--- src/rtl/kab_pkg.sv ---
`timescale 1ns / 1ps
`default_nettype none
// ----------------------------------------------------------------------------
// kab_pkg: shared types, constants and functions
// Controller states, datapath commands and the fixed-point helpers of the
// angle/bias Kalman filter.
// ----------------------------------------------------------------------------
package kab_pkg;

  localparam int ANGLE_W = 32;
  localparam int DT_W    = 16;
  localparam int COV_W   = 48;
  localparam int CFG_W   = 47;
  localparam int CFG_IDX_W = 2;
  localparam int DIV_BITS  = 80;   // 48-bit numerator with 32 fraction bits

  localparam logic [CFG_IDX_W-1:0] CFG_Q_ANGLE    = 2'd0;
  localparam logic [CFG_IDX_W-1:0] CFG_Q_BIAS     = 2'd1;
  localparam logic [CFG_IDX_W-1:0] CFG_MEAS_NOISE = 2'd2;

  localparam logic [CFG_W-1:0] Q_ANGLE_RST    = 47'd16777;
  localparam logic [CFG_W-1:0] Q_BIAS_RST     = 47'd50331;
  localparam logic [CFG_W-1:0] MEAS_NOISE_RST = 47'd503316;

  // 10000.0 in Q24.24
  localparam logic signed [COV_W-1:0] COV_INIT = 48'sd167772160000;

  typedef enum logic [3:0] {
    ST_IDLE, ST_MUL, ST_RND, ST_WB, ST_CHECK, ST_DINIT, ST_DIV, ST_DWB, ST_FIN
  } state_t;

  // multiply-accumulate operations in issue order
  typedef enum logic [3:0] {
    MOP_ANG_PRED, MOP_DT_P11, MOP_DT_INNER, MOP_QB_DT,
    MOP_K0_Y, MOP_K1_Y, MOP_K1_P00, MOP_K1_P01, MOP_K0_P00, MOP_K0_P01
  } mop_t;

  typedef struct packed {
    logic       load;
    logic       mul_en;
    logic [1:0] chunk;
    logic       rnd_en;
    logic       wb_en;
    mop_t       mop;
    logic       ys_en;
    logic       div_init;
    logic       div_step;
    logic       div_wb;
    logic       out_load;
  } dp_cmd_t;

  typedef struct packed {
    logic s_zero;
  } dp_stat_t;

  function automatic logic signed [31:0] sat32(input logic signed [51:0] x);
    if (x > 52'sd2147483647) return 32'sh7fff_ffff;
    if (x < -52'sd2147483648) return 32'sh8000_0000;
    return x[31:0];
  endfunction

  function automatic logic signed [47:0] sat48(input logic signed [51:0] x);
    if (x > 52'sh0_7fff_ffff_ffff) return 48'sh7fff_ffff_ffff;
    if (x < -52'sh0_8000_0000_0000) return 48'sh8000_0000_0000;
    return x[47:0];
  endfunction

  function automatic logic signed [51:0] sx48(input logic signed [47:0] x);
    return {{4{x[47]}}, x};
  endfunction

  function automatic logic signed [51:0] sx32(input logic signed [31:0] x);
    return {{20{x[31]}}, x};
  endfunction

  function automatic logic [47:0] mag49(input logic signed [48:0] x);
    logic [48:0] n;
    n = x[48] ? (~x + 49'd1) : x;
    return n[47:0];
  endfunction

  // clamp magnitude to the signed 48-bit range, then apply the sign
  function automatic logic signed [47:0] sign_sat48(input logic [80:0] m, input logic neg);
    logic [80:0] bound;
    logic [47:0] mm;
    bound = neg ? 81'h0_8000_0000_0000 : 81'h0_7fff_ffff_ffff;
    mm = (m > bound) ? bound[47:0] : m[47:0];
    return neg ? (~mm + 48'd1) : mm;
  endfunction

endpackage
`default_nettype wire

--- src/rtl/kab_ctrl.sv ---
`timescale 1ns / 1ps
`default_nettype none
// ----------------------------------------------------------------------------
// kab_ctrl: filter sequencer
// Steps the datapath through predict, divide and correct for one request.
// ----------------------------------------------------------------------------
module kab_ctrl (
  input  wire logic             clk,
  input  wire logic             rst_n,
  input  wire logic             in_valid,
  output      logic             in_ready,
  output      logic             out_valid,
  input  wire logic             out_ready,
  input  wire kab_pkg::dp_stat_t stat,
  output      kab_pkg::dp_cmd_t  cmd
);
  import kab_pkg::*;

  state_t     state_r, state_nxt;
  mop_t       mop_r, mop_nxt;
  logic [6:0] cnt_r, cnt_nxt;
  logic       out_valid_r, out_valid_nxt;

  function automatic mop_t next_mop(input mop_t m);
    case (m)
      MOP_ANG_PRED: return MOP_DT_P11;
      MOP_DT_P11:   return MOP_DT_INNER;
      MOP_DT_INNER: return MOP_QB_DT;
      MOP_QB_DT:    return MOP_K0_Y;
      MOP_K0_Y:     return MOP_K1_Y;
      MOP_K1_Y:     return MOP_K1_P00;
      MOP_K1_P00:   return MOP_K1_P01;
      MOP_K1_P01:   return MOP_K0_P00;
      MOP_K0_P00:   return MOP_K0_P01;
      default:      return MOP_ANG_PRED;
    endcase
  endfunction

  always_ff @(posedge clk) begin
    if (!rst_n) begin
      state_r     <= ST_IDLE;
      mop_r       <= MOP_ANG_PRED;
      cnt_r       <= '0;
      out_valid_r <= 1'b0;
    end else begin
      state_r     <= state_nxt;
      mop_r       <= mop_nxt;
      cnt_r       <= cnt_nxt;
      out_valid_r <= out_valid_nxt;
    end
  end

  always_comb begin
    state_nxt = state_r;
    mop_nxt   = mop_r;
    cnt_nxt   = cnt_r;
    cmd       = '0;
    cmd.mop   = mop_r;
    cmd.chunk = cnt_r[1:0];
    in_ready  = 1'b0;
    case (state_r)
      ST_IDLE: begin
        in_ready = 1'b1;
        if (in_valid) begin
          cmd.load  = 1'b1;
          mop_nxt   = MOP_ANG_PRED;
          cnt_nxt   = '0;
          state_nxt = ST_MUL;
        end
      end
      ST_MUL: begin
        cmd.mul_en = 1'b1;
        cnt_nxt    = cnt_r + 7'd1;
        if (cnt_r == 7'd2) begin
          state_nxt = ST_RND;
        end
      end
      ST_RND: begin
        cmd.rnd_en = 1'b1;
        state_nxt  = ST_WB;
      end
      ST_WB: begin
        cmd.wb_en = 1'b1;
        cnt_nxt   = '0;
        if (mop_r == MOP_QB_DT) begin
          state_nxt = ST_CHECK;
        end else if (mop_r == MOP_K0_P01) begin
          state_nxt = ST_FIN;
        end else begin
          mop_nxt   = next_mop(mop_r);
          state_nxt = ST_MUL;
        end
      end
      ST_CHECK: begin
        cmd.ys_en = 1'b1;
        state_nxt = ST_DINIT;
      end
      ST_DINIT: begin
        cmd.div_init = 1'b1;
        cnt_nxt      = '0;
        state_nxt    = stat.s_zero ? ST_FIN : ST_DIV;
      end
      ST_DIV: begin
        cmd.div_step = 1'b1;
        cnt_nxt      = cnt_r + 7'd1;
        if (cnt_r == 7'(DIV_BITS - 1)) begin
          state_nxt = ST_DWB;
        end
      end
      ST_DWB: begin
        cmd.div_wb = 1'b1;
        cnt_nxt    = '0;
        mop_nxt    = MOP_K0_Y;
        state_nxt  = ST_MUL;
      end
      ST_FIN: begin
        if (!out_valid_r || out_ready) begin
          cmd.out_load = 1'b1;
          state_nxt    = ST_IDLE;
        end
      end
      default: state_nxt = ST_IDLE;
    endcase
  end

  always_comb begin
    if (cmd.out_load) out_valid_nxt = 1'b1;
    else if (out_ready) out_valid_nxt = 1'b0;
    else out_valid_nxt = out_valid_r;
  end

  assign out_valid = out_valid_r;

endmodule
`default_nettype wire

--- config.mk ---
export PLATFORM = sky130hd
export DESIGN_NAME = kab_ctrl
export DESIGN_NICKNAME = d
export VERILOG_FILES = /design/src/rtl/kab_pkg.sv /design/src/rtl/kab_ctrl.sv
export SDC_FILE = /design/constraint.sdc
export NUM_CORES = 1
export LEC_CHECK = 0
export BUFFER_PORTS_ARGS = -buffer_cell sky130_fd_sc_hd__buf_2
export CAP_MARGIN = 30
export CORE_ASPECT_RATIO = 1.2
export CORE_MARGIN = 3
export CORE_UTILIZATION = 55
export CTS_CLUSTER_SIZE = 10
export DETAILED_ROUTE_END_ITERATION = 7
export HOLD_SLACK_MARGIN = 0.12
export PLACE_DENSITY_LB_ADDON = 0.05
export SETUP_SLACK_MARGIN = 0.02
export SYNTH_ARGS = -nofsm -noshare
export SYNTH_HDL_FRONTEND = slang
export SYNTH_SLANG_ARGS = --single-unit
--- constraint.sdc ---
create_clock -name clk -period 2.4 [get_ports clk]
set_input_delay 0.36 -clock clk [delete_from_list [all_inputs] [get_ports clk]]
set_output_delay 0.36 -clock clk [all_outputs]
set_load 0.005 [all_outputs]
; ---- Word level (Yosys, flattened, before mapping)
; Memory sizes are Yosys's and may differ from the RTL's. A register that Yosys moved wholly into a read port is not among the register bits.
; Index checks and enable logic that the tools add are counted.
; W data, S select, Z words.
[op_classes]
add_sub_neg = 1
n_eq_ne = 18
mux = 30
reduce_logical = 11
[op_table]
columns = operator, n
row1 = $mux W4, 12
row2 = $pmux W4 S9, 1
row3 = $pmux W7 S3, 1
row4 = $eq A4 B3 Y1 const B, 4
row5 = $mux W1, 14
row6 = $eq A4 B2 Y1 const B, 3
row7 = $ne A2 B2 Y1 const B, 6
row8 = $pmux W4 S3, 1
row9 = $eq A4 B4 Y1 const B, 2
row10 = $reduce_and A4 Y1, 2
row11 = $add A7 B1 Y7 const B, 1
row12 = $eq A7 B2 Y1 const B, 1
row13 = $eq A7 B7 Y1 const B, 1
row14 = $mux W7, 1
row15 = $reduce_bool A3 Y1, 2
row16 = $eq A4 B1 Y1 const B, 1
row17 = $logic_not A4 Y1, 1
row18 = $reduce_or A3 Y1, 1
row19 = $reduce_and A2 Y1, 1
row20 = $reduce_bool A2 Y1, 1
row21 = $reduce_or A2 Y1, 1
row22 = $logic_not A1 Y1, 1
row23 = $logic_or A1 B1 Y1, 1
[totals]
regBits = 16
romBits = 64
input_bits = 5
out_inout_bits = 17
elab_cells = 65
n_memories = 1
[mem_list]
columns = memory, words, width, read_ports, rd_ports_with_merged_regs, wr, line_no
row1 = (name not given), 16, 4, 1, 1, 0, kab_ctrl.sv:25  ; case (m)

; ---- Logic depth before layout (Yosys ltp)
; Gate-level depths: netlist (run 1).
[logic_depth]
ltp_word = 6
mapped_depth = 8

; ---- Worst setup path after synthesis (run 1)
; Ideal clock, no wire load.
[synth_timing]
path_type = register to register
from = reg state_r[3]
to = reg with a tool-made name
arrival_ps = 1946
t_required_ps = 2305
path_slack_ps = 359
path_stages_with_launch = 9
path_buffers = 1
period_less_slack_ps = 2041
path_cell_list = dfxtp_1 clkbuf_1 nor4_1 nand2_1 a32oi_1 nand2b_1 ha_1 inv_1 o311ai_1
[synth_rtl]
columns = element, line_no
row1 = from (decl), kab_ctrl.sv:19  ; state_t state_r, state_nxt;
row2 = from (signal assigned), kab_ctrl.sv:46  ; state_r <= state_nxt;

==> results.md, run 1 <==
* Fillcell total at 187
* Initial antenna violation count at 0
* Fin. Hold Viols at 0
* Io pins at 22
* Core box area at 2160 sq um
* PwrDens at 687 nW/um^2
* Syn_nets at 174
* Internal at 0.000670 W
* Layout cell share with drive strength beyond 1 at 17.9%
* Largest net degree at the start of global routing at 20
* Clock network latency to the later pin of the worst-skew pair at 0.30 ns
* Max-cap violation count at 0
* Layout area overhead at 14.0%
* Seq/Total Area, Yosys at 30.6%
* Initial Utilization at 60.5%
* Critical path, cell by cell: and3b_1 > o21ai_1 > a32oi_1 > nand2b_1 > ha_1 > inv_1 > o311ai_1
* Ys Warns at 0
* Logic pwr share at 30.9%
* Antenna Nets Post-Route at 0
* Sw Ratio at 34.6%
* I/O Buffers at 21
* Synth top area cells: dfxtp_1 31%, nor2_1 4.9%, a21oi_1 4.2%, a211oi_1 4.0%, ha_1 3.8%
* Die area at 3000 sq um
* PostCTS Resize Cnt at 0
* Primary FF master, synth: dfxtp_1
* Overall global routing resource usage at 23.4%
* DP Cell Count at 210
* F_max at 457 MHz
* Peak VDD IR at 0.000423 V
* Layout Skew at 0.00468 ns
* First-pass DRT Iterations at 4
* CP Capture Type: register
* Slew margin rel. at 65.0%
* Vias at 1310
* Most common cell after layout, fill and taps aside: buf_2
* GRT overflow at 0
* Syn_area_per_cell at 7.92 sq um
* NetSw at 0.000354 W
* CP startpoint kind: register
* DP Wirelength at 2430 um
* DRC Markers at 0
* EDFF count, synth at 0
* DR vias/cell at 6.12
* Die H at 59.4 um
* Synth area leader: dfxtp_1
* Top delay family on crit path: compound AO/OA/AOI/OAI gates
* Required @ worst endpoint at 2.60 ns
* Worst-path maximum fanout at 16
* Slew @ Worst Pin at 0.521 ns
* CTS Sinks at 20
* CTS root buffer: clkbuf_4
* Hold bufs inserted after CTS at 0
* Leak at 0.595 nW
* Slowest-stage cell, CP: dfxtp_1
* Tmin final at 2.19 ns
* Vias in the first global route at 1240
* CTS Buf Count at 3
* Clk buf depth at 2
* Die span in x at 50.5 um
* Unrepaired setup endpoints after global routing: false
* Final-report setup violation count at 0
* Routed wire length at 3190 um
* CP Class: reg2reg
* Seq cells post-synth at 20
* Routability congestion estimate at 0.875
* Synth top area share at 30.6%
* Synth cell types at 47
* Post-synthesis cell count at 165
* Period Utilization, post-route at 91.1%
* Postcts setup bufs at 0
* Ant diodes at 0
* Fin. max-slew vios at 0
* First-pass GRT wire length at 5420 um
* Most frequent cells in the layout: 21 x buf_2, 20 x dfxtp_1, 17 x nor2_1, 11 x a21oi_1
* Mapped Area at 1310 sq um
* WL per Instance at 14.9 um
* H-tree depth at 1
* TNS Setup at 0 ns
* Clock Power Share at 27.0%
* CTS tree: done
* Clock-pin slew on the worst setup and hold paths at 0.12 ns
* Final cell count without fillers at 214
* Worst Path Arrival at 2.38 ns
* Max stage delay on crit path at 0.67 ns
* Initial detailed-routing violation count at 56
* Sequential power share at 42.2%
* Outcome: finished, final reports clean
* Post-synth ARST share at 0%
* Hold Path Class: in2reg
* Crit path buf inv count at 1
* Row Count at 18
* Nets at 194
## cell families (layout without fill, tap and decap cells)
group,count (synthesis),in the layout,share of synthesized area (%)
AOI/OAI and AO/OA,50,50,26.7
xor gates and xnor gates,6,6,4.02
adders and majority gates,4,4,3.83
buffers and inverters,20,39,6.60
DFF,20,20,30.6
and+or+nand+nor,65,65,28.2
## routing by layer
metal	vias up	wire length (um)	GRT usage [%]
met4	0	88	13.5
met5	-	0	0
met3	11	205	3.27
met1	603	1250	27.2
met2	49	1660	41.0
li1	647	-	-
## tightest hold or removal path: stages
cell and delay [ns]:
buf_2 0.11, nand2_1 0.05, a31oi_1 0.06
## cell type report
type	instances	area [sq um]	share of cell area, %
Clock buffer	3	22.5	1.51
Clock inverter	1	30.0	2.02
Inverter	10	37.5	2.52
Multi-Input combinational cell	125	827	55.5
Sequential cell	20	400	26.9
Tap cell	30	37.5	2.52
Timing Repair Buffer	25	135	9.07
## final timing paths
kind | startpoint | endpoint | slack, ns | depth (start not counted)
setup / recovery | state_r[1] | register | 0.21 | 7
hold / removal | stat | state_r[3] | 0.32 | 3
setup reg to reg | state_r[1] | register | 0.21 | 7
hold reg to reg | cnt_r[6] | cnt_r[6] | 0.52 | 2
## power by group through the flow
stage	clock, W	combinational [W]	sequential, W
2_1_floorplan	0	0.000257	0.000404
3_3_place_gp	0	0.000305	0.000434
3_5_place_dp	0	0.000310	0.000435
4_1_cts	0.000284	0.000312	0.000427
5_1_grt	0.000299	0.000355	0.000443
6_report	0.000276	0.000316	0.000432
## synth_stat cells (2+ instances only)
library cell  number
inv_1              9
nand2_1            9
o21a_1             3
nand3_1            2
o32ai_1            3
a31oi_1            2
nor2b_1            3
o311ai_1           2
buf_4              3
nand4_1            3
nand2b_1           5
ha_1               4
and2_1             4
o211ai_1           4
or3_1              2
xnor2_1            5
a21oi_1           11
o21ai_0            6
a211oi_1           7
nor2_1            17
nor3_1             4
dfxtp_1           20
o31ai_1            2
and3_1             3
clkbuf_1           7
or3b_1             2
or4_1              2
nor4b_1            2
## through the flow
stage | setup slack, ns | utilization, % | area (sq um) | total power [W] | hold WS (ns)
after floorplan | 0.359 | - | 1310 | 0.000662 | 0.472
after global placement | 0.394 | 66.2 | 1430 | 0.000738 | 0.488
after detailed placement | 0.231 | 66.2 | 1430 | 0.000745 | 0.497
after CTS | 0.206 | 68.6 | 1480 | 0.00102 | 0.312
after global routing | 0.0365 | 68.9 | 1490 | 0.00110 | 0.352
final | 0.213 | 68.9 | 1490 | 0.00102 | 0.320
Power figures use the tool's default switching activity.
==> inputs of run 2 (changes only) <==
--- a/config.mk
+++ b/config.mk
@@ -5,11 +5,12 @@
 export SDC_FILE = /design/constraint.sdc
 export NUM_CORES = 1
 export LEC_CHECK = 0
+export ABC_AREA = 1
 export BUFFER_PORTS_ARGS = -buffer_cell sky130_fd_sc_hd__buf_2
 export CAP_MARGIN = 30
 export CORE_ASPECT_RATIO = 1.2
 export CORE_MARGIN = 3
-export CORE_UTILIZATION = 55
+export CORE_UTILIZATION = 54
 export CTS_CLUSTER_SIZE = 10
 export DETAILED_ROUTE_END_ITERATION = 7
 export HOLD_SLACK_MARGIN = 0.12
==> results.md, run 2 <==
* Outcome: finished, final reports clean
* Synth top area cells: dfxtp_1 33%, nand2_1 13%, nor2_1 8.1%, inv_1 5.9%, nand3_1 4.6%
* Worst Hold Depth at 4
* CTS tree: done
* PwrDens at 789 nW/um^2
* Most common cell after layout, fill and taps aside: nand2_1
* Layout Skew at 0.00630 ns
* Initial antenna violation count at 0
* Most Used Layer, Global Route: met2
* Logic pwr share at 36.7%
* CTS root buffer: clkbuf_4
* Primary FF master, synth: dfxtp_1
* CTS Buf Count at 3
* Routability congestion estimate at 0.888
* Antenna Nets Post-Route at 0
* Core box area at 2090 sq um
* Post-route setup slack at 0.541 ns
* GRT overflow at 0
* EDFF count, synth at 0
* WL per Instance at 11.1 um
* I/O Buffers at 21
* Ys Warns at 0
* Worst-path maximum fanout at 6
* Global Route met2 Usage at 33.0%
* Overall global routing resource usage at 19.9%
* Worst r2r src: state_r[1]
* Required @ worst endpoint at 2.61 ns
* Initial detailed-routing violation count at 64
* Met3 GRT Util at 3.34%
* Final-report setup violation count at 0
* Leak at 0.678 nW
* Count leader, synth: nand2_1
* F_max at 538 MHz
* NetSw at 0.000387 W
* Synth top area share at 33.4%
* Most frequent cells in the layout: 41 x nand2_1, 26 x nor2_1, 21 x buf_2, 20 x dfxtp_1, 19 x inv_1
* Synth cell types at 29
* Seq/Total Area, Yosys at 33.4%
* Fillcell total at 200
* H-tree depth at 1
* Worst Path Arrival at 2.07 ns
* Clock-pin slew on the worst setup and hold paths at 0.11 ns
* Routed wire length at 2530 um
* Row Count at 18
* Vias at 1149
* Syn_area_per_cell at 6.74 sq um
* Peak VDD IR at 0.000453 V
* Most instantiated cells after synthesis: 41 x nand2_1, 26 x nor2_1, 20 x dfxtp_1, 19 x inv_1, 11 x nand3_1
* Worst Reg-to-Reg Cells at 14
* Layout cell share with drive strength beyond 1 at 25.3%
* Sequential power share at 37.8%
* Die area at 2830 sq um
* PostCTS Resize Cnt at 0
* Layout area overhead at 12.3%
* CP Class: reg2reg
* Mapped Area at 1200 sq um
* Pre-CTS WS at 0.579 ns
* Total Power at 0.00106 W
* Clock network latency to the later pin of the worst-skew pair at 0.30 ns
* First-pass GRT wire length at 4400 um
* DP Cell Count at 224
* Max-cap violation count at 0
* Slew margin rel. at 76.0%
* Fin. Hold Viols at 0
* Postcts setup bufs at 0
* Io pins at 22
* Final cell count without fillers at 228
* Largest net degree at the start of global routing at 13
* DR vias/cell at 5.04
* Hold Path Class: in2reg
* Period Utilization, post-route at 77.5%
* Ant diodes at 0
* Unrepaired setup endpoints after global routing: false
* TNS Setup at 0 ns
* CP Capture Type: register
* DRC Markers at 0
* CP Launch Point: state_r[1]
* Nets at 208
* Hold bufs inserted after CTS at 0
* Post-synthesis cell count at 178
* Sw Ratio at 36.3%
* Die span in x at 49.0 um
* First-pass DRT Iterations at 4
* Die H at 57.6 um
* Tmin final at 1.86 ns
* Clk buf depth at 2
* Clock Power Share at 25.5%
* Fin. max-slew vios at 0
* Slew @ Worst Pin at 0.359 ns
* Post-synth ARST share at 0%
* M1 GR Usage at 24.9%
* DP Wirelength at 2050 um
* Worst reg-to-reg setup slack at 0.54 ns
* Seq cells post-synth at 20
* Internal at 0.000677 W
* Syn_nets at 187
* CP startpoint kind: register
* Vias in the first global route at 1052
* CTS Sinks at 20
* Synth area leader: dfxtp_1
* Initial Utilization at 57.3%
[run 2: kinds of logic after synthesis]
family                   count (synthesis)  share of synthesized area (%)
AO/OA/AOI/OAI                           15                           8.66
XOR/XNOR                                 1                          0.730
adder cells (fa/ha/maj)                  4                           4.17
buffers and inverters                   31                           12.1
flip-flops                              20                           33.4
AND/OR/NAND/NOR                        107                           41.0
[run 2: area by class of cell]
| class | count | area (sq um) | area share [%] |
|---|---|---|---|
| clock inverter | 1 | 30.0 | 2.23 |
| multi-input combinational | 127 | 654 | 48.6 |
| timing repair buffer | 21 | 105 | 7.80 |
| tap | 30 | 37.5 | 2.79 |
| sequential | 20 | 400 | 29.7 |
| clock buffer | 3 | 22.5 | 1.67 |
| inverter | 26 | 97.6 | 7.24 |
[run 2: power by group through the flow]
stage | registers (W) | logic (W) | clock network [W]
2_1_floorplan | 0.000401 | 0.000311 | 0
3_3_place_gp | 0.000406 | 0.000383 | 0
3_5_place_dp | 0.000408 | 0.000388 | 0
4_1_cts | 0.000400 | 0.000389 | 0.000281
5_1_grt | 0.000407 | 0.000446 | 0.000299
6_report | 0.000402 | 0.000390 | 0.000272
[run 2: worst min-delay path by stage]
stage / start / end
6_report: out_ready / out_valid
5_1_grt: rst_n / state_r[2]
4_1_cts: out_ready / out_valid
3_5_place_dp: cnt_r[5] / cnt_r[5]
3_3_place_gp: cnt_r[5] / cnt_r[5]
2_1_floorplan: cnt_r[5] / cnt_r[5]
[run 2: routing by layer]
layer  routed length, um  vias up
met5                   0        -
met3                 142        4
li1                    -      597
met1                1110      516
met2                1240       32
met4                  38        0
[run 2: through the flow]
stage / hold slack (ns) / area, sq um / util [%]
floorplan: 0.461 / 1200 / -
global placement: 0.477 / 1290 / 61.8
detailed placement: 0.490 / 1290 / 61.8
CTS: 0.349 / 1350 / 64.3
global route: 0.350 / 1350 / 64.3
finish: 0.356 / 1350 / 64.3
[run 2: critical path, stage by stage, from the launching register on]
cell and delay (ns):
dfxtp_1 0.46, nand2_2 0.13, inv_2 0.06, nand2_1 0.06, nor2_1 0.15, nor2_1 0.08
nand2_2 0.10, nand2_1 0.05, nand2_1 0.07, inv_1 0.06, nor2_2 0.13, inv_1 0.06
ha_1 0.26, inv_1 0.05, nor2_1 0.03
==> inputs of run 3 (changes only) <==
--- a/config.mk
+++ b/config.mk
@@ -10,7 +10,7 @@
 export CAP_MARGIN = 30
 export CORE_ASPECT_RATIO = 1.2
 export CORE_MARGIN = 3
-export CORE_UTILIZATION = 54
+export CORE_UTILIZATION = 49
 export CTS_CLUSTER_SIZE = 10
 export DETAILED_ROUTE_END_ITERATION = 7
 export HOLD_SLACK_MARGIN = 0.12
==> constraint.sdc (replaced) <==
create_clock -name clk -period 1.6 [get_ports clk]
set_input_delay 0.24 -clock clk [delete_from_list [all_inputs] [get_ports clk]]
set_output_delay 0.24 -clock clk [all_outputs]
set_load 0.005 [all_outputs]
==> results.md, run 3 (synthesis results as in run 2) <==
* CP Capture Type: register
* Initial antenna violation count at 0
* Hold Path Class: in2reg
* DP Wirelength at 2410 um
* Outcome: finished with violations
* Multi-input gate area at 882 sq um
* CTS root buffer: clkbuf_4
* I/O Buffers at 21
* First-pass GRT wire length at 5350 um
* Most frequent cells in the layout: 38 x buf_4, 30 x nand2_1, 21 x buf_2, 18 x nor2_1, 14 x inv_1
* CTS Sinks at 20
* Most common cell after layout, fill and taps aside: buf_4
* First-pass DRT Iterations at 4
* Reg area at 420 sq um
* Max-cap violation count at 0
* Die span in x at 51.2 um
* H-tree depth at 1
* Overall global routing resource usage at 23.2%
* Initial Utilization at 52.0%
* Vias at 1393
* Routability congestion estimate at 0.950
* Period Utilization, post-route at 109%
* F_max at 574 MHz
* Nets at 247
* Worst-path maximum fanout at 3
* Fin Hold WS at 0.208 ns
* Initial detailed-routing violation count at 38
* Slew @ Worst Pin at 0.247 ns
* Top Metal Used: met4
* Worst Path Arrival at 1.99 ns
* Slew margin rel. at 83.6%
* CTS Buf Count at 3
* DR vias/cell at 5.20
* GRT overflow at 0
* Fillcell total at 151
* Layout area overhead at 58.6%
* Core box area at 2310 sq um
* CP startpoint kind: register
* Core Util, Final at 82.5%
* CTS tree: done
* Peak VDD IR at 0.000920 V
* Routed wire length at 3850 um
* Routed wl met2 at 2100 um
* Largest net degree at the start of global routing at 13
* Io pins at 22
* Vias in the first global route at 1253
* Fin. max-slew vios at 0
* Post-route setup slack at -0.142 ns
* WL per Instance at 14.3 um
* Total Power at 0.00224 W
* Clock-pin slew on the worst setup and hold paths at 0.13 ns
* PwrDens at 1170 nW/um^2
* Clock network latency to the later pin of the worst-skew pair at 0.33 ns
* Layout Skew at 0.00252 ns
* DRC Markers at 0
* Row Count at 19
* Die area at 3080 sq um
* Ant diodes at 0
* Fin. Hold Viols at 0
* Routed length on met3 at 132 um
* Final-report setup violation count at 6
* Tmin final at 1.74 ns
* Layout cell share with drive strength beyond 1 at 57.8%
* Failing checks: setup timing
* Leak at 0.930 nW
* Die H at 60.2 um
* Required @ worst endpoint at 1.84 ns
* Clk buf depth at 2
* Metal-1 WL at 1500 um
* Unrepaired setup endpoints after global routing: true
* Antenna Nets Post-Route at 0
* CP Class: reg2reg
run 3: cell count changes in the layout (fill, tap and decap cells not counted), sizes merged:
cell,delta
buf,+39
clkinv,-1
inv,+1
run 3: metal layers:
layer | track usage [%] | vias up
met5 | 0 | -
met4 | 12.3 | 0
met3 | 2.99 | 10
met2 | 42.7 | 37
met1 | 25.7 | 663
li1 | - | 683
run 3: area by class of cell:
cell class	instances	area share [%]
well taps	31	2.04
inverters	26	5.65
clock inverters	1	1.58
flip-flops and latches	20	22.1
repair buffers	60	21.1
clock buffers	3	1.18
multi-input cells	127	46.4
run 3: critical path, cell delays in order, from the launching register on:
cell and delay (ns):
dfxtp_4 0.39, nor2_4 0.15, nand2_2 0.10, nor2_4 0.15
nor2_2 0.06, nand2_2 0.10, nand2_2 0.07, nand2_2 0.08
inv_2 0.05, nor2_4 0.11, ha_2 0.17, nand3_1 0.08
nand2_1 0.10, a21oi_2 0.04
run 3: where the power goes:
| group | internal (W) | switching [W] |
|---|---|---|
| clock | 0.000254 | 0.000195 |
| combinational | 0.000552 | 0.000628 |
| sequential | 0.000556 | 0.0000507 |
run 3: path summary, 6_finish.rpt:
path / startpoint / endpoint / slack [ns] / cells after the start
min: out_ready / out_valid / 0.21 / 4
min reg2reg: cnt_r[5] / cnt_r[5] / 0.52 / 1
max: state_r[3] / register / -0.14 / 13
max reg2reg: state_r[3] / register / -0.14 / 13
run 3: repair_timing:
item	CTS	global route
resized for setup	21	49
setup buffers	3	10
setup endpoints to repair	8	17
hold buffers	0	0
pin swaps	6	27
run 3: through the flow:
step / instance area (sq um) / setup TNS (ns) / instances / setup slack (ns)
finish: 1900 / -0.509 / 268 / -0.142
global route: 1900 / -1.11 / 268 / -0.224
CTS: 1650 / -0.121 / 258 / -0.0538
detailed placement: 1510 / -0.342 / 251 / -0.105
global placement: 1510 / -0.261 / 251 / -0.104
floorplan: 1220 / 0 / 178 / 0.0131
